==> src/sv/wsfr_pkg.sv <==
// Shared types and constants for the WebSocket frame receiver.
package wsfr_pkg;

   localparam logic [0:0] OP_DATA    = 1'b0;
   localparam logic [0:0] OP_RESTART = 1'b1;

   localparam logic [1:0] KIND_MSG       = 2'd0;
   localparam logic [1:0] KIND_PING      = 2'd1;
   localparam logic [1:0] KIND_CONNECTED = 2'd2;
   localparam logic [1:0] KIND_CLOSED    = 2'd3;

   localparam logic [2:0] PH_HANDSHAKE = 3'd0;
   localparam logic [2:0] PH_BYTE0     = 3'd1;
   localparam logic [2:0] PH_BYTE1     = 3'd2;
   localparam logic [2:0] PH_EXTLEN    = 3'd3;
   localparam logic [2:0] PH_MASK      = 3'd4;
   localparam logic [2:0] PH_PAYLOAD   = 3'd5;
   localparam logic [2:0] PH_CLOSED    = 3'd6;

   localparam logic [3:0] OPC_CONT  = 4'h0;
   localparam logic [3:0] OPC_TEXT  = 4'h1;
   localparam logic [3:0] OPC_CLOSE = 4'h8;
   localparam logic [3:0] OPC_PING  = 4'h9;

   localparam logic [6:0] LEN_EXT16 = 7'd126;
   localparam logic [6:0] LEN_EXT64 = 7'd127;

   localparam logic [39:0] STATUS_PATTERN = 40'h20_31_30_31_20;  // " 101 "
   localparam logic [31:0] TERM_PATTERN   = 32'h0D_0A_0D_0A;     // CRLFCRLF
   localparam logic [15:0] LIMIT_RESET    = 16'd8192;

   typedef struct packed {
      logic [0:0] operation;
      logic [7:0] data_byte;
   } req_type;

   typedef struct packed {
      logic [1:0] kind;
      logic [7:0] payload_byte;
      logic       has_data;
      logic       last;
   } rsp_type;

   typedef struct packed {
      logic [2:0]  phase;
      logic [15:0] handshake_count;
      logic [39:0] recent_bytes;
      logic        saw_status_101;
      logic        frame_final;
      logic [3:0]  frame_opcode;
      logic        frame_masked;
      logic [15:0] payload_length;
      logic [15:0] payload_count;
      logic [31:0] mask_key;
      logic [2:0]  header_index;
   } state_type;

   localparam state_type STATE_RESET = '{
      phase:           PH_HANDSHAKE,
      handshake_count: 16'd0,
      recent_bytes:    40'd0,
      saw_status_101:  1'b0,
      frame_final:     1'b0,
      frame_opcode:    4'd0,
      frame_masked:    1'b0,
      payload_length:  16'd0,
      payload_count:   16'd0,
      mask_key:        32'd0,
      header_index:    3'd0
   };

endpackage

==> src/sv/websocket_frame_receiver_core.sv <==
// WebSocket receive core: handshake scan, frame header parse and payload unmask.
// A byte's result is loaded into the result register at the edge that accepts the byte.
// Throughput: one byte per cycle; the parse state updates in a single pass per byte.
// The result register frees in the same cycle it is taken, so input stalls only
// while a result waits under rsp_stall.
// Reset (synchronous, active high) returns to handshake scan, limit 8192, no result.
module websocket_frame_receiver_core import wsfr_pkg::*; (
   input  logic        clock,
   input  logic        reset,
   // byte input channel
   input  logic        req_valid,
   output logic        req_stall,
   input  req_type     req_data,
   // result channel
   output logic        rsp_valid,
   input  logic        rsp_stall,
   output rsp_type     rsp_data,
   // handshake limit register write
   input  logic        csr_valid,
   output logic        csr_ready,
   input  logic [15:0] csr_data
);

   state_type   state_ff;
   state_type   state_in;
   logic [15:0] limit_ff;
   logic        rsp_valid_ff;
   rsp_type     rsp_data_ff;
   logic        emit;
   rsp_type     step_rsp;
   logic        req_take;
   logic        rsp_take;

   // Hold input only while a finished result is blocked downstream.
   assign req_stall = rsp_valid_ff && rsp_stall;
   assign req_take  = req_valid && !req_stall;
   assign rsp_take  = rsp_valid_ff && !rsp_stall;
   assign csr_ready = 1'b1;
   assign rsp_valid = rsp_valid_ff;
   assign rsp_data  = rsp_data_ff;

   wsfr_step u_step (
      .cur_state (state_ff),
      .limit     (limit_ff),
      .req       (req_data),
      .nxt_state (state_in),
      .emit      (emit),
      .rsp       (step_rsp)
   );

   always_ff @(posedge clock) begin
      if (reset) begin
         state_ff     <= STATE_RESET;
         limit_ff     <= LIMIT_RESET;
         rsp_valid_ff <= 1'b0;
      end else begin
         if (csr_valid && csr_ready) limit_ff <= csr_data;
         // Advance the parse state on every accepted byte.
         if (req_take) state_ff <= state_in;
         // Load a new result, or drop the one just taken.
         if (req_take && emit) begin
            rsp_valid_ff <= 1'b1;
         end else if (rsp_take) begin
            rsp_valid_ff <= 1'b0;
         end
      end
   end

   always_ff @(posedge clock) begin
      if (req_take && emit) rsp_data_ff <= step_rsp;
   end

endmodule

==> src/sv/wsfr_step.sv <==
// Next-state and result logic for one received byte.
module wsfr_step import wsfr_pkg::*; (
   input  state_type   cur_state,
   input  logic [15:0] limit,
   input  req_type     req,
   output state_type   nxt_state,
   output logic        emit,
   output rsp_type     rsp
);

   state_type   nxt;
   logic        do_after;
   logic        do_hdr;
   logic        do_close;
   logic [39:0] shifted;
   logic [6:0]  len7;
   logic [7:0]  key_byte;
   logic        is_msg;

   always_comb begin
      nxt      = cur_state;
      emit     = 1'b0;
      rsp      = '0;
      do_after = 1'b0;
      do_hdr   = 1'b0;
      do_close = 1'b0;
      shifted  = {cur_state.recent_bytes[31:0], req.data_byte};
      len7     = req.data_byte[6:0];
      key_byte = 8'd0;
      is_msg   = cur_state.frame_final &&
                 (cur_state.frame_opcode inside {OPC_CONT, OPC_TEXT});

      case (cur_state.phase)
         PH_HANDSHAKE: begin
            if (cur_state.handshake_count >= limit) begin
               do_close = 1'b1;
            end else begin
               nxt.handshake_count = cur_state.handshake_count + 16'd1;
               nxt.recent_bytes    = shifted;
               if (shifted == STATUS_PATTERN) nxt.saw_status_101 = 1'b1;
               if (shifted[31:0] == TERM_PATTERN) begin
                  if (!nxt.saw_status_101) begin
                     do_close = 1'b1;
                  end else begin
                     nxt.phase           = PH_BYTE0;
                     nxt.recent_bytes    = '0;
                     nxt.handshake_count = '0;
                     emit                = 1'b1;
                     rsp.kind            = KIND_CONNECTED;
                  end
               end
            end
         end
         PH_BYTE0: begin
            nxt.frame_final  = req.data_byte[7];
            nxt.frame_opcode = req.data_byte[3:0];
            nxt.phase        = PH_BYTE1;
         end
         PH_BYTE1: begin
            nxt.frame_masked = req.data_byte[7];
            if (len7 == LEN_EXT64) begin
               do_close = 1'b1;
            end else if (len7 == LEN_EXT16) begin
               nxt.payload_length = '0;
               nxt.header_index   = '0;
               nxt.phase          = PH_EXTLEN;
            end else begin
               nxt.payload_length = {9'd0, len7};
               do_after           = 1'b1;
            end
         end
         PH_EXTLEN: begin
            nxt.payload_length = {cur_state.payload_length[7:0], req.data_byte};
            nxt.header_index   = cur_state.header_index + 3'd1;
            if (nxt.header_index >= 3'd2) do_after = 1'b1;
         end
         PH_MASK: begin
            nxt.mask_key     = {cur_state.mask_key[23:0], req.data_byte};
            nxt.header_index = cur_state.header_index + 3'd1;
            if (nxt.header_index >= 3'd4) do_hdr = 1'b1;
         end
         PH_PAYLOAD: begin
            case (cur_state.payload_count[1:0])
               2'd0:    key_byte = cur_state.mask_key[31:24];
               2'd1:    key_byte = cur_state.mask_key[23:16];
               2'd2:    key_byte = cur_state.mask_key[15:8];
               default: key_byte = cur_state.mask_key[7:0];
            endcase
            nxt.payload_count = cur_state.payload_count + 16'd1;
            rsp.payload_byte  = req.data_byte ^
                                (cur_state.frame_masked ? key_byte : 8'd0);
            rsp.has_data      = 1'b1;
            rsp.last          = (nxt.payload_count >= cur_state.payload_length);
            if (rsp.last) nxt.phase = PH_BYTE0;
            if (cur_state.frame_opcode == OPC_CLOSE) begin
               do_close = rsp.last;
            end else if (cur_state.frame_opcode == OPC_PING) begin
               emit     = 1'b1;
               rsp.kind = KIND_PING;
            end else if (is_msg) begin
               emit     = 1'b1;
               rsp.kind = KIND_MSG;
            end
         end
         default: begin
         end
      endcase

      // Length known: take the mask key next, or finish the header.
      if (do_after) begin
         if (nxt.frame_masked) begin
            nxt.header_index = '0;
            nxt.mask_key     = '0;
            nxt.phase        = PH_MASK;
         end else begin
            do_hdr = 1'b1;
         end
      end

      // Header done: enter payload, or report an empty frame right away.
      if (do_hdr) begin
         nxt.payload_count = '0;
         if (nxt.payload_length != 16'd0) begin
            nxt.phase = PH_PAYLOAD;
         end else begin
            nxt.phase = PH_BYTE0;
            if (nxt.frame_opcode == OPC_CLOSE) begin
               do_close = 1'b1;
            end else if (nxt.frame_opcode == OPC_PING) begin
               emit     = 1'b1;
               rsp.kind = KIND_PING;
               rsp.last = 1'b1;
            end else if (is_msg) begin
               emit     = 1'b1;
               rsp.kind = KIND_MSG;
               rsp.last = 1'b1;
            end
         end
      end

      if (do_close) begin
         nxt.phase = PH_CLOSED;
         emit      = 1'b1;
         rsp       = '0;
         rsp.kind  = KIND_CLOSED;
      end

      if (req.operation == OP_RESTART) begin
         nxt  = STATE_RESET;
         emit = 1'b0;
         rsp  = '0;
      end

      nxt_state = nxt;
   end

endmodule

==> config.mk <==
export PLATFORM = sky130hd
export DESIGN_NAME = websocket_frame_receiver_core
export DESIGN_NICKNAME = d
export VERILOG_FILES = /design/src/sv/wsfr_pkg.sv /design/src/sv/websocket_frame_receiver_core.sv /design/src/sv/wsfr_step.sv
export SDC_FILE = /design/constraint.sdc
export NUM_CORES = 1
export LEC_CHECK = 0
export BUFFER_PORTS_ARGS = -buffer_cell sky130_fd_sc_hd__buf_2
export CELL_PAD_IN_SITES_DETAIL_PLACEMENT = 0
export CELL_PAD_IN_SITES_GLOBAL_PLACEMENT = 1
export CORE_MARGIN = 2
export CORE_UTILIZATION = 34
export CTS_CLUSTER_SIZE = 14
export DETAILED_ROUTE_END_ITERATION = 12
export PLACE_DENSITY = 0.61
export SLEW_MARGIN = 30
export SYNTH_ARGS = -nofsm -noshare
export SYNTH_HDL_FRONTEND = slang
export SYNTH_SLANG_ARGS = --single-unit
==> constraint.sdc <==
create_clock -name clock -period 10.2 [get_ports clock]
set_input_delay 1.53 -clock clock [delete_from_list [all_inputs] [get_ports clock]]
set_output_delay 1.53 -clock clock [all_outputs]
set_load 0.02 [all_outputs]
* Yosys cells after proc, flatten, opt, wreduce, memory -nomap -nowiden
Cells that the tools add are included.
Storage, ports and cells: bits of input ports 30, register bits after elaboration 154
Cells by class: add/subtract/negate cells 3, reduce and logical (&&, ||, !) cells 22, bitwise operators 2, magnitude comparators 4, muxes and demuxes 84, eq/ne operators 17
Operator list (count):
- $mux W133 | 1
- $mux W59 | 2
- $mux W35 | 2
- $mux W60 | 1
- $mux W57 | 1
- $mux W16 | 3
- $eq A40 B38 Y1 const B | 1
- $mux W1 | 40
- $add A16 B1 Y16 const B | 2
- $eq A32 B28 Y1 const B | 1
- $ge A16 B16 Y1 | 2
- $mux W32 | 1
- $pmux W16 S2 | 1
- $mux W3 | 10
- $pmux W8 S3 | 1
- $mux W2 | 9
- $eq A4 B4 Y1 const B | 4
- $mux W8 | 2
- $reduce_bool A16 Y1 | 1
- $eq A7 B7 Y1 const B | 2
- $mux W12 | 1
- $pmux W3 S4 | 1
- $mux W10 | 1
- $reduce_bool A2 Y1 | 4
- 28 further kinds | 38

* Depth between registers and ports, before layout
Gate-level depths: netlist of run 1.
depth in word-level cells 17, depth in mapped cells 15, mapped depth without buffers 15

* Hierarchy
Synthesis of run 1 repeated with hierarchy kept, for this count alone.
Unflattened totals: cell total of the unflattened synthesis 1358, area, all modules 11389.7 µm²
Modules (own cells, without submodules):
- websocket_frame_receiver_core | instances 1, area each 6969.2 µm², seq. area each 3363.2 µm², cells each 649
- wsfr_step | instances 1, area each 4420.5 µm², seq. area each 0.0 µm², cells each 709

* Worst setup path before layout of run 1
No wires, ideal clock.
path type reg-to-reg, start point register state_ff[35] (netlist name), end point register rsp_data_ff (netlist bit rsp_data[0]), enable pin, data required time 9809 ps, period minus slack after synthesis 4066 ps, path buffers 0, data arrival time 3676 ps, cell stages (with the launch flop) 13, slack 6134 ps, cells stage by stage dfxtp_1 ha_1 nand3_1 nor3_1 and3_1 and3_1 nand3_1 xnor2_1 ha_1 nand4_1 o31a_1 o221a_2 a41oi_1
Between the ends: cells in the longest elaborated chain, start to end 10
RTL lines:
- from (decl) | RTL line websocket_frame_receiver_core.sv:24 | state_type state_ff;
- from (signal assigned) | RTL line websocket_frame_receiver_core.sv:59 | if (req_take) state_ff <= state_in;
- $add A16 B1 Y16 (*) | RTL line wsfr_step.sv:89 | nxt.payload_count = cur_state.payload_count + 16'd1;
- $ge A16 B16 Y1 (*) | RTL line wsfr_step.sv:93 | rsp.last = (nxt.payload_count >= cur_state.payload_length);
- $mux W1 (*) | RTL line wsfr_step.sv:95 | if (cur_state.frame_opcode == OPC_CLOSE) begin
- $pmux W1 S3 (*) | RTL line wsfr_step.sv:33 | case (cur_state.phase)
- $mux W1 | RTL line wsfr_step.sv:127 | if (nxt.frame_opcode == OPC_CLOSE) begin
- $mux W1 | RTL line wsfr_step.sv:123 | if (nxt.payload_length != 16'd0) begin
- $mux W1 (*) | RTL line wsfr_step.sv:121 | if (do_hdr) begin
- $mux W1 (*) | RTL line wsfr_step.sv:141 | if (do_close) begin
- $mux W1 (*) | RTL line wsfr_step.sv:148 | if (req.operation == OP_RESTART) begin
- $logic_and A1 B1 Y1 (*) | RTL line websocket_frame_receiver_core.sv:70 | if (req_take && emit) rsp_data_ff <= step_rsp;
- to (signal assigned) | RTL line websocket_frame_receiver_core.sv:70
- to (decl) | RTL line websocket_frame_receiver_core.sv:28 | rsp_type rsp_data_ff;
Every way passes the cells marked *; elsewhere a longest branch is shown, timed or not. A chain may end at the register's enable or synchronous reset.

* Worst setup path in the final report of run 1
start point register state_ff[35] (netlist name), end point register rsp_valid_ff (netlist: rsp_valid)
Between the ends: cells in the longest elaborated chain, start to end 11, elaborated cells between the ends (all ways) 12
RTL lines:
- $add A16 B1 Y16 (*) | RTL line wsfr_step.sv:89
- $ge A16 B16 Y1 (*) | RTL line wsfr_step.sv:93
- $mux W1 (*) | RTL line wsfr_step.sv:95
- $pmux W1 S3 (*) | RTL line wsfr_step.sv:33
- $mux W1 | RTL line wsfr_step.sv:127
- $mux W1 | RTL line wsfr_step.sv:123
- $mux W1 (*) | RTL line wsfr_step.sv:121
- $mux W1 (*) | RTL line wsfr_step.sv:141
- $mux W1 (*) | RTL line wsfr_step.sv:148
- $logic_and A1 B1 Y1 (*) | RTL line websocket_frame_receiver_core.sv:61 | if (req_take && emit) begin
- $mux W1 / $reduce_bool A2 Y1 (equally long branches)
- to (signal assigned) | RTL line websocket_frame_receiver_core.sv:55 | rsp_valid_ff <= 1'b0;
- to (signal assigned) | RTL line websocket_frame_receiver_core.sv:62 | rsp_valid_ff <= 1'b1;
- to (signal assigned) | RTL line websocket_frame_receiver_core.sv:64 | rsp_valid_ff <= 1'b0;
- to (decl) | RTL line websocket_frame_receiver_core.sv:27 | logic rsp_valid_ff;
Marked as above.

==> impl_metrics.json, run 1 <==
{
  "clk_path_buf_depth": 2,
  "die_h_um": 155,
  "finalHoldViolCount": 0,
  "final_cells": 1275,
  "yosys.cell_types.count": 64,
  "finalCritPeriodShare_pct": 45.2,
  "layout-drive-gt1-share_pct": 9.80,
  "slew_viol_final": 0,
  "finalSetupTns_ps": 0,
  "min_path_type": "flop to flop",
  "path_clk_slew_ps": 70,
  "rows": 55,
  "multi_input_area_sq_mm": 0.00414,
  "coreArea_sq_mm": 0.0225,
  "postCtsHoldBufs": 0,
  "max_freq_ghz": 0.217,
  "status": "finished, final reports clean",
  "critPathKind": "flop to flop",
  "p_leak_nw": 3.28,
  "min-delay-start": "state_ff[104]$_SDFFE_PP0P_",
  "dieArea_sq_mm": 0.0240,
  "synth_ff_type": "dfxtp_1",
  "final_area_sq_mm": 0.00877,
  "fin_nets": 1046,
  "synth.net_count": 1030,
  "viasPerCell": 5.23,
  "syn_inst": 961,
  "diodes": 0,
  "grt_antenna_before_repair": 0,
  "numPortBuffers": 43,
  "drc_errors": 0,
  "area_growth_pct": 13.2,
  "drv_cap": 0,
  "vias": 6666,
  "synthArstFlopShare_pct": 0,
  "ys_ff_latch": 154,
  "p_per_area_mw_per_mm2": 155,
  "cts_setup_buffers": 0,
  "ys_seq_area_share_pct": 41.3,
  "crit_family": "compound AO/OA/AOI/OAI gates",
  "synth.most_common_cell": "nand2_1",
  "critical_path_buf_inv_count": 0,
  "cp_slowest_cell": "dfxtp_1",
  "crit_required_ps": 10520,
  "cts_root_buf": "clkbuf_16",
  "reg2reg_to": "rsp_valid$_SDFFE_PP0P_",
  "grt_pass1_vias": 6356,
  "timing.rr.start": "state_ff[35]$_SDFFE_PP0P_",
  "path_cells": "ha_1 > nand3_1 > nor3_1 > and3_1 > and3_1 > nand3_1 > xnor2_1 > ha_1 > nand2_1 > nor2_1 > a2111oi_0 > o31a_1 > o221a_2 > a41oi_2 > o21a_1",
  "synthesis.area_sq_mm": 0.00775,
  "synth_edf_count": 12,
  "yosys.area.top_type": "dfxtp_1",
  "initial_core_util_pct": 34.4,
  "finalCriticalPeriod_ps": 4610,
  "io-pin-count": 45,
  "holdPathStages": 2,
  "clk_latency_ps": 430,
  "reg2reg_depth": 15,
  "syn_avg_cell_area_sq_um": 8.06,
  "yosys-top-cells-count": "189 x nand2_1, 142 x dfxtp_1, 98 x a21oi_1, 98 x nor2_1, 46 x inv_1",
  "drtPass1Iterations": 6,
  "fin_skew_ps": 13.5,
  "seq_area_sq_mm": 0.00320,
  "ctsResizeCount": 0,
  "dp_hpwl_um": 14000,
  "rsz0062_at_grt": "false",
  "ant_nets": 0,
  "setup_viol": 0,
  "yosys_warnings": 0,
  "clkSinkCount": 154,
  "grt_pass1_wl_um": 34000,
  "first_iter_violations": 418,
  "min_to": "state_ff[104]$_SDFFE_PP0P_",
  "drt-wirelength-per-cell_um": 16.3,
  "slowest_delay_ps": 510,
  "routabilityCongestion": 0.801,
  "cp_max_fo": 13,
  "ctsHtreeMaxLevel": 4,
  "placedCellCount": 1242,
  "tightest_slew_ps": 931,
  "post_dp_cell_area_sq_mm": 0.00814,
  "gr-total-overflow": 0,
  "rrSetupSlack_ps": 5590,
  "arrival_ps": 4930,
  "die_w_um": 155,
  "worstSetupStartpointType": "flop",
  "max_slew_margin_pct": 37.9,
  "track_usage_pct": 17.9,
  "routed_wl_um": 20800,
  "grt_max_degree": 63,
  "vdd.ir_drop.worst_mv": 0.101,
  "cts_tree": "yes",
  "synthTopCellsByArea": "dfxtp_1 37%, nand2_1 9.2%, a21oi_1 6.3%",
  "fill_cells": 2372,
  "critPathCaptureType": "flop",
  "yosys.area.top_type_share_pct": 36.7,
  "numCtsBuffers": 17
}
## report_power, final
group	switching [mW]	internal (mW)	total [mW]
clock network	0.278	0.373	0.651
logic	0.0577	0.0259	0.0836
registers	0.00647	0.616	0.623
total	0.342	1.01	1.36
## stage by stage
stage	total power [mW]	setup WS, ps	hold WS (ps)	utilization (%)
2_1_floorplan	0.693	6130	427	-
3_3_place_gp	0.720	5670	440	36.2
3_5_place_dp	0.720	5660	444	36.2
4_1_cts	1.37	5620	455	38.8
5_1_grt	1.41	5180	477	39.0
6_report	1.36	5590	455	39.0
## logic make-up after synthesis
logic type | share of synthesized area, %
buf+inv | 5.51
compound gates | 16.7
mux | 2.21
other cells | 0.0484
xor+xnor | 4.18
flops | 41.3
simple gates | 23.7
fa+ha+maj | 6.30
## tightest hold or removal path, delay by kind of cell (launching register included)
family           cells  cell delay (ps)
AO/OA/AOI/OAI        1               50
AND/OR/NAND/NOR      1               50
flip-flops           1              310
## how the worst max path moves through the flow
| stage | start | to | depth (start not counted) |
|---|---|---|---|
| final | state_ff[35]$_SDFFE_PP0P_ | rsp_valid$_SDFFE_PP0P_ | 15 |
| after global routing | state_ff[35]$_SDFFE_PP0P_ | rsp_valid$_SDFFE_PP0P_ | 15 |
| after CTS | state_ff[35]$_SDFFE_PP0P_ | rsp_valid$_SDFFE_PP0P_ | 15 |
| after detailed placement | state_ff[35]$_SDFFE_PP0P_ | rsp_valid$_SDFFE_PP0P_ | 15 |
| after global placement | req_data[5] | rsp_data[9]$_SDFFCE_PP0P_ | 8 |
| after floorplan | state_ff[35]$_SDFFE_PP0P_ | rsp_data[0]$_SDFFCE_PP0P_ | 12 |
## metal layers
layer | routed length, um | track usage (%) | share of wire, % | vias up
li1 | - | - | - | 3368
met1 | 10600 | 25.4 | 51 | 3156
met2 | 9080 | 27.2 | 44 | 114
met3 | 706 | 3.01 | 3.4 | 28
met4 | 445 | 6.92 | 2.1 | 0
met5 | 0 | 0 | 0 | -
## area by class of cell
type / count / share of cell area (%)
Timing Repair Buffer: 52 / 3.45
Clock inverter: 14 / 1.78
Sequential cell: 154 / 36.5
Tap cell: 285 / 4.07
Multi-Input combinational cell: 706 / 47.2
Clock buffer: 18 / 5.01
Inverter: 46 / 1.97
## sequential cells by signal, summed over array words and instances, names as in the netlist
register,count
rsp_valid,1
state_ff,125
limit_ff,16
rsp_data,12
## cell usage in the layout (no fill, tap or decap), types with 7 or more instances in the layout
cell | netlist | layout
and3_1 | 12 | 12
nor4_1 | 7 | 7
inv_1 | 46 | 46
dfxtp_1 | 142 | 142
nand3b_1 | 15 | 15
nand2_1 | 189 | 189
a22oi_1 | 22 | 22
buf_4 | 1 | 8
mux2i_1 | 16 | 16
o21ai_0 | 34 | 34
buf_2 | 11 | 43
edfxtp_1 | 12 | 12
a222oi_1 | 9 | 9
ha_1 | 39 | 39
nor3_1 | 16 | 15
nand4_1 | 19 | 19
xor2_1 | 28 | 28
clkbuf_16 | 0 | 17
nor2_1 | 98 | 97
a21oi_1 | 98 | 98
nand3_1 | 17 | 17
xnor2_1 | 9 | 9
(Power assumes the default switching activity.)
==> run 2, diff against run 1 <==
==> constraint.sdc (replaced) <==
create_clock -name clock -period 4.3 [get_ports clock]
set_input_delay 0.645 -clock clock [delete_from_list [all_inputs] [get_ports clock]]
set_output_delay 0.645 -clock clock [all_outputs]
set_load 0.02 [all_outputs]
==> impl_metrics.json, run 2 (synthesized netlist as in run 1, its figures left out) <==
{
  "status": "finished, final reports clean",
  "final_common_cell": "nand2_1",
  "holdPathStages": 2,
  "drtPass1Iterations": 7,
  "grt_antenna_before_repair": 0,
  "coreArea_sq_mm": 0.0225,
  "max_slew_margin_pct": 50.3,
  "final_cell_mix": "188 x nand2_1, 142 x dfxtp_1, 98 x a21oi_1",
  "arrival_ps": 4250,
  "diodes": 0,
  "crit_required_ps": 4570,
  "slowest_delay_ps": 400,
  "grt_pass1_wl_um": 33500,
  "path_clk_slew_ps": 70,
  "ctsHtreeMaxLevel": 4,
  "min-delay-start": "state_ff[100]$_SDFFE_PP0P_",
  "drv_cap": 0,
  "reg2reg_to": "rsp_data[5]$_SDFFCE_PP0P_",
  "first_iter_violations": 415,
  "rows": 55,
  "postCtsHoldBufs": 0,
  "track_usage_pct": 17.5,
  "drc_errors": 0,
  "tightest_slew_ps": 737,
  "fin_skew_ps": 12.3,
  "vias": 6621,
  "p_sw_mw": 0.808,
  "finalSetupTns_ps": 0,
  "cts_tree": "yes",
  "cts_root_buf": "clkbuf_16",
  "p_clk_share_pct": 45.7,
  "dp_hpwl_um": 13900,
  "clk_latency_ps": 430,
  "p_leak_nw": 3.29,
  "drt-wirelength-per-cell_um": 15.9,
  "fin_nets": 1055,
  "power_frac_comb_pct": 6.4,
  "cp_slowest_cell": "nand4_1",
  "timing.rr.start": "state_ff[35]$_SDFFE_PP0P_",
  "p_per_area_mw_per_mm2": 352,
  "p_int_mw": 2.28,
  "reg2reg_depth": 15,
  "io-pin-count": 45,
  "layout-drive-gt1-share_pct": 10.5,
  "critPathKind": "flop to flop",
  "viasPerCell": 5.16,
  "rrSetupSlack_ps": 320,
  "routabilityCongestion": 0.869,
  "swShare_pct": 26.2,
  "numPortBuffers": 43,
  "ctsResizeCount": 0,
  "min_path_type": "flop to flop",
  "area_growth_pct": 13.2,
  "cts_setup_buffers": 0,
  "routed_wl_um": 20500,
  "clkSinkCount": 154,
  "vdd.ir_drop.worst_mv": 0.221,
  "dieArea_sq_mm": 0.0240,
  "clk_path_buf_depth": 2,
  "finalHoldViolCount": 0,
  "grt_pass1_vias": 6125,
  "initial_core_util_pct": 34.4,
  "ant_nets": 0,
  "grt_max_degree": 48,
  "cp_max_fo": 9,
  "finalCriticalPeriod_ps": 3980,
  "final_cells": 1284,
  "p_seq_share_pct": 47.8,
  "largest-register": "state_ff",
  "setup_viol": 0,
  "finalCritPeriodShare_pct": 92.6,
  "placedCellCount": 1252,
  "min_to": "state_ff[100]$_SDFFE_PP0P_",
  "die_w_um": 155,
  "rsz0062_at_grt": "true",
  "gr-total-overflow": 0,
  "worstSetupStartpointType": "flop",
  "fill_cells": 2345,
  "largest_reg_flops": 125,
  "die_h_um": 155,
  "path_cells": "ha_1 > nand3_1 > nor3_1 > and3_1 > and3_1 > nand3_1 > xnor2_1 > ha_1 > nand2_1 > nor2_1 > a2111oi_0 > o31a_1 > o221a_2 > nand4_1 > nor2_1",
  "max_freq_ghz": 0.251,
  "slew_viol_final": 0,
  "numCtsBuffers": 17,
  "critPathCaptureType": "flop"
}
[run 2: through the flow]
stage | setup WS [ps] | hold WS, ps | area, sq um | util [%] | power [mW]
6_report | 320 | 453 | 8770 | 39.0 | 3.09
5_1_grt | -21.1 | 445 | 8770 | 39.0 | 3.22
4_1_cts | 164 | 437 | 8760 | 38.9 | 3.13
3_5_place_dp | 202 | 446 | 8210 | 36.5 | 1.71
3_3_place_gp | 279 | 440 | 8210 | 36.5 | 1.71
2_1_floorplan | 234 | 427 | 7750 | - | 1.64
[run 2: critical path: cells and delay by family (launching register included)]
family / cells / cell delay [ps]
XOR/XNOR: 1 / 210
AO/OA/AOI/OAI: 3 / 920
AND/OR/NAND/NOR: 9 / 1860
flip-flops: 1 / 330
adder cells (fa/ha/maj): 2 / 510
[run 2: how the worst max path moves through the flow]
stage / from / endpoint / cells after the start
after floorplan: state_ff[35]$_SDFFE_PP0P_ / rsp_data[0]$_SDFFCE_PP0P_ / 12
after global routing: state_ff[35]$_SDFFE_PP0P_ / rsp_data[5]$_SDFFCE_PP0P_ / 15
after detailed placement: state_ff[35]$_SDFFE_PP0P_ / rsp_valid$_SDFFE_PP0P_ / 15
after global placement: state_ff[35]$_SDFFE_PP0P_ / rsp_valid$_SDFFE_PP0P_ / 15
after CTS: state_ff[35]$_SDFFE_PP0P_ / rsp_valid$_SDFFE_PP0P_ / 15
final: state_ff[35]$_SDFFE_PP0P_ / rsp_data[5]$_SDFFCE_PP0P_ / 15
[run 2: layout make-up]
| type | instances | area, sq um | share of cell area [%] |
|---|---|---|---|
| timing repair buffer | 61 | 350 | 4.00 |
| multi-input combinational | 706 | 4140 | 47.2 |
| sequential | 154 | 3200 | 36.5 |
| clock buffer | 18 | 429 | 4.90 |
| tap | 285 | 357 | 4.07 |
| inverter | 46 | 173 | 1.97 |
| clock inverter | 14 | 114 | 1.30 |
[run 2: layer usage]
metal,GRT usage [%],vias to the layer above,routed length (um)
met2,26.7,111,9000
met1,25.4,3110,10700
met4,3.75,0,118
li1,-,3392,-
met5,0,-,0
met3,3.62,8,676
[run 2: power by group through the flow]
stage / Clock (mW) / Combinational [mW] / Sequential (mW)
final: 1.41 / 0.199 / 1.48
after global routing: 1.52 / 0.223 / 1.48
after CTS: 1.46 / 0.202 / 1.48
after detailed placement: 0 / 0.201 / 1.51
after global placement: 0 / 0.201 / 1.51
after floorplan: 0 / 0.139 / 1.50
==> run 3, diff against run 2 <==
--- a/config.mk
+++ b/config.mk
@@ -5,14 +5,14 @@
 export SDC_FILE = /design/constraint.sdc
 export NUM_CORES = 1
 export LEC_CHECK = 0
-export BUFFER_PORTS_ARGS = -buffer_cell sky130_fd_sc_hd__buf_2
 export CELL_PAD_IN_SITES_DETAIL_PLACEMENT = 0
 export CELL_PAD_IN_SITES_GLOBAL_PLACEMENT = 1
 export CORE_MARGIN = 2
 export CORE_UTILIZATION = 34
 export CTS_CLUSTER_SIZE = 14
 export DETAILED_ROUTE_END_ITERATION = 12
-export PLACE_DENSITY = 0.61
+export DONT_BUFFER_PORTS = 1
+export PLACE_DENSITY = 0.59
 export SLEW_MARGIN = 30
 export SYNTH_ARGS = -nofsm -noshare
 export SYNTH_HDL_FRONTEND = slang
==> impl_metrics.json, run 3 (synthesized netlist as in run 1, its figures left out) <==
{
  "status": "finished, final reports clean",
  "track_usage_pct": 18.0,
  "clk_latency_ps": 420,
  "grt_pass1_vias": 6381,
  "tightest_slew_ps": 721,
  "dieArea_sq_mm": 0.0240,
  "die_w_um": 155,
  "min_path_type": "input pin to flop",
  "clkSinkCount": 154,
  "finalCriticalPeriod_ps": 3980,
  "max_freq_ghz": 0.251,
  "die_h_um": 155,
  "p_leak_nw": 3.14,
  "finalHoldViolCount": 0,
  "drt-wirelength-per-cell_um": 16.9,
  "max_slew_margin_pct": 51.4,
  "clk_path_buf_depth": 2,
  "rrSetupSlack_ps": 320,
  "final_area_sq_mm": 0.00862,
  "p_per_area_mw_per_mm2": 372,
  "grt_max_degree": 63,
  "cts_tree": "yes",
  "path_clk_slew_ps": 70,
  "routed_wl_um": 21000,
  "crit_required_ps": 4620,
  "viasPerCell": 5.25,
  "crit_end": "rsp_valid$_SDFFE_PP0P_",
  "worstSetupStartpointType": "flop",
  "arrival_ps": 4300,
  "crit_family": "simple AND/OR/NAND/NOR gates",
  "slew_viol_final": 0,
  "cp_max_fo": 13,
  "coreArea_sq_mm": 0.0225,
  "drtPass1Iterations": 5,
  "wl_met2_um": 9760,
  "cp_num_cells": 16,
  "cp_slowest_cell": "dfxtp_1",
  "finalSetupTns_ps": 0,
  "critical_path_buf_inv_count": 1,
  "reg2reg_to": "rsp_valid$_SDFFE_PP0P_",
  "final_common_cell": "nand2_1",
  "post_dp_cell_area_sq_mm": 0.00800,
  "layout-drive-gt1-share_pct": 6.58,
  "routabilityCongestion": 0.755,
  "drc_errors": 0,
  "rows": 55,
  "largest-register": "state_ff",
  "timing.rr.start": "state_ff[36]$_SDFFE_PP0P_",
  "fill_cells": 2308,
  "initial_core_util_pct": 34.4,
  "largest_reg_flops": 125,
  "grt_antenna_before_repair": 0,
  "critPathKind": "flop to flop",
  "top_layer": "met4",
  "path_cells": "ha_1 > nand3_1 > nor3_2 > and3_1 > and3_1 > nand3_1 > xnor2_1 > ha_1 > nand2_1 > nor2_1 > a2111oi_0 > o31a_1 > o221a_2 > a41oi_2 > buf_4 > o21a_1",
  "rsz0062_at_grt": "false",
  "slowest_delay_ps": 460,
  "cts_root_buf": "clkbuf_16",
  "vdd.ir_drop.worst_mv": 0.202,
  "critPathCaptureType": "flop",
  "finalCritPeriodShare_pct": 92.5,
  "ant_nets": 0,
  "fin_skew_ps": 11.7,
  "diodes": 0,
  "fin_nets": 1013,
  "numCtsBuffers": 17,
  "final_cell_mix": "189 x nand2_1, 142 x dfxtp_1, 98 x a21oi_1",
  "drv_cap": 0,
  "setup_viol": 0,
  "wl_met3_um": 702,
  "io-pin-count": 45,
  "crit_start": "state_ff[36]$_SDFFE_PP0P_",
  "dp_hpwl_um": 14300,
  "numPortBuffers": 0,
  "grt_pass1_wl_um": 34500,
  "placedCellCount": 1209,
  "wl_met1_um": 10300,
  "area_growth_pct": 11.2,
  "vias": 6516,
  "gr-total-overflow": 0,
  "ctsHtreeMaxLevel": 4,
  "first_iter_violations": 454,
  "final_cells": 1242,
  "reg2reg_depth": 16
}
run 3: cell types whose count changed in the layout (fill, tap and decap cells not counted), moves of 2 or more:
cell       change
buf_2         -43
bufinv_16      +3
clkinv_2       -2
clkinv_4       -2
inv_4          +2
inv_8          -2
nor3_1         -2
nor3_2         +2
run 3: worst min path at each step:
stage / from / endpoint / depth (start not counted) / slack [ps]
final: reset / state_ff[43]$_SDFFE_PP0P_ / 1 / 280
after global placement: state_ff[104]$_SDFFE_PP0P_ / state_ff[104]$_SDFFE_PP0P_ / 2 / 440
after global routing: reset / state_ff[2]$_SDFFE_PP0P_ / 1 / 270
after detailed placement: state_ff[104]$_SDFFE_PP0P_ / state_ff[104]$_SDFFE_PP0P_ / 2 / 450
after CTS: reset / state_ff[47]$_SDFFE_PP0P_ / 1 / 270
after floorplan: state_ff[103]$_SDFFE_PP0P_ / state_ff[103]$_SDFFE_PP0P_ / 2 / 430
run 3: metal layers:
| layer | vias to the layer above | GRT usage [%] |
|---|---|---|
| met5 | - | 0 |
| met4 | 0 | 3.57 |
| met3 | 10 | 3.76 |
| met2 | 76 | 29.3 |
| met1 | 3124 | 24.7 |
| li1 | 3306 | - |
run 3: where the power goes:
group / switching, mW / internal (mW)
Combinational: 0.103 / 0.0533
Sequential: 0.0154 / 1.46
Clock: 0.637 / 0.939
Total: 0.755 / 2.45
run 3: cell type report:
cell class / count / area (sq um) / share of cell area (%)
multi-input cells: 706 / 4140 / 48.0
inverters: 46 / 173 / 2.00
clock inverters: 12 / 159 / 1.84
repair buffers: 19 / 143 / 1.66
flip-flops and latches: 154 / 3200 / 37.2
well taps: 285 / 357 / 4.14
clock buffers: 20 / 447 / 5.18
run 3: repair_timing:
item | in CTS | in global routing
buffers inserted | 0 | 1
setup endpoints to repair | 0 | 23
hold buffers | 0 | 0
resized for setup | 0 | 1
run 3: per-stage QoR:
step,hold slack [ps],utilization (%),worst slack [ps],power [mW]
final,283,38.3,321,3.21
after global routing,266,38.3,44.8,3.33
after CTS,273,38.2,51.1,3.26
after detailed placement,446,35.5,60.7,1.67
after global placement,440,35.5,199,1.67
after floorplan,427,-,234,1.64
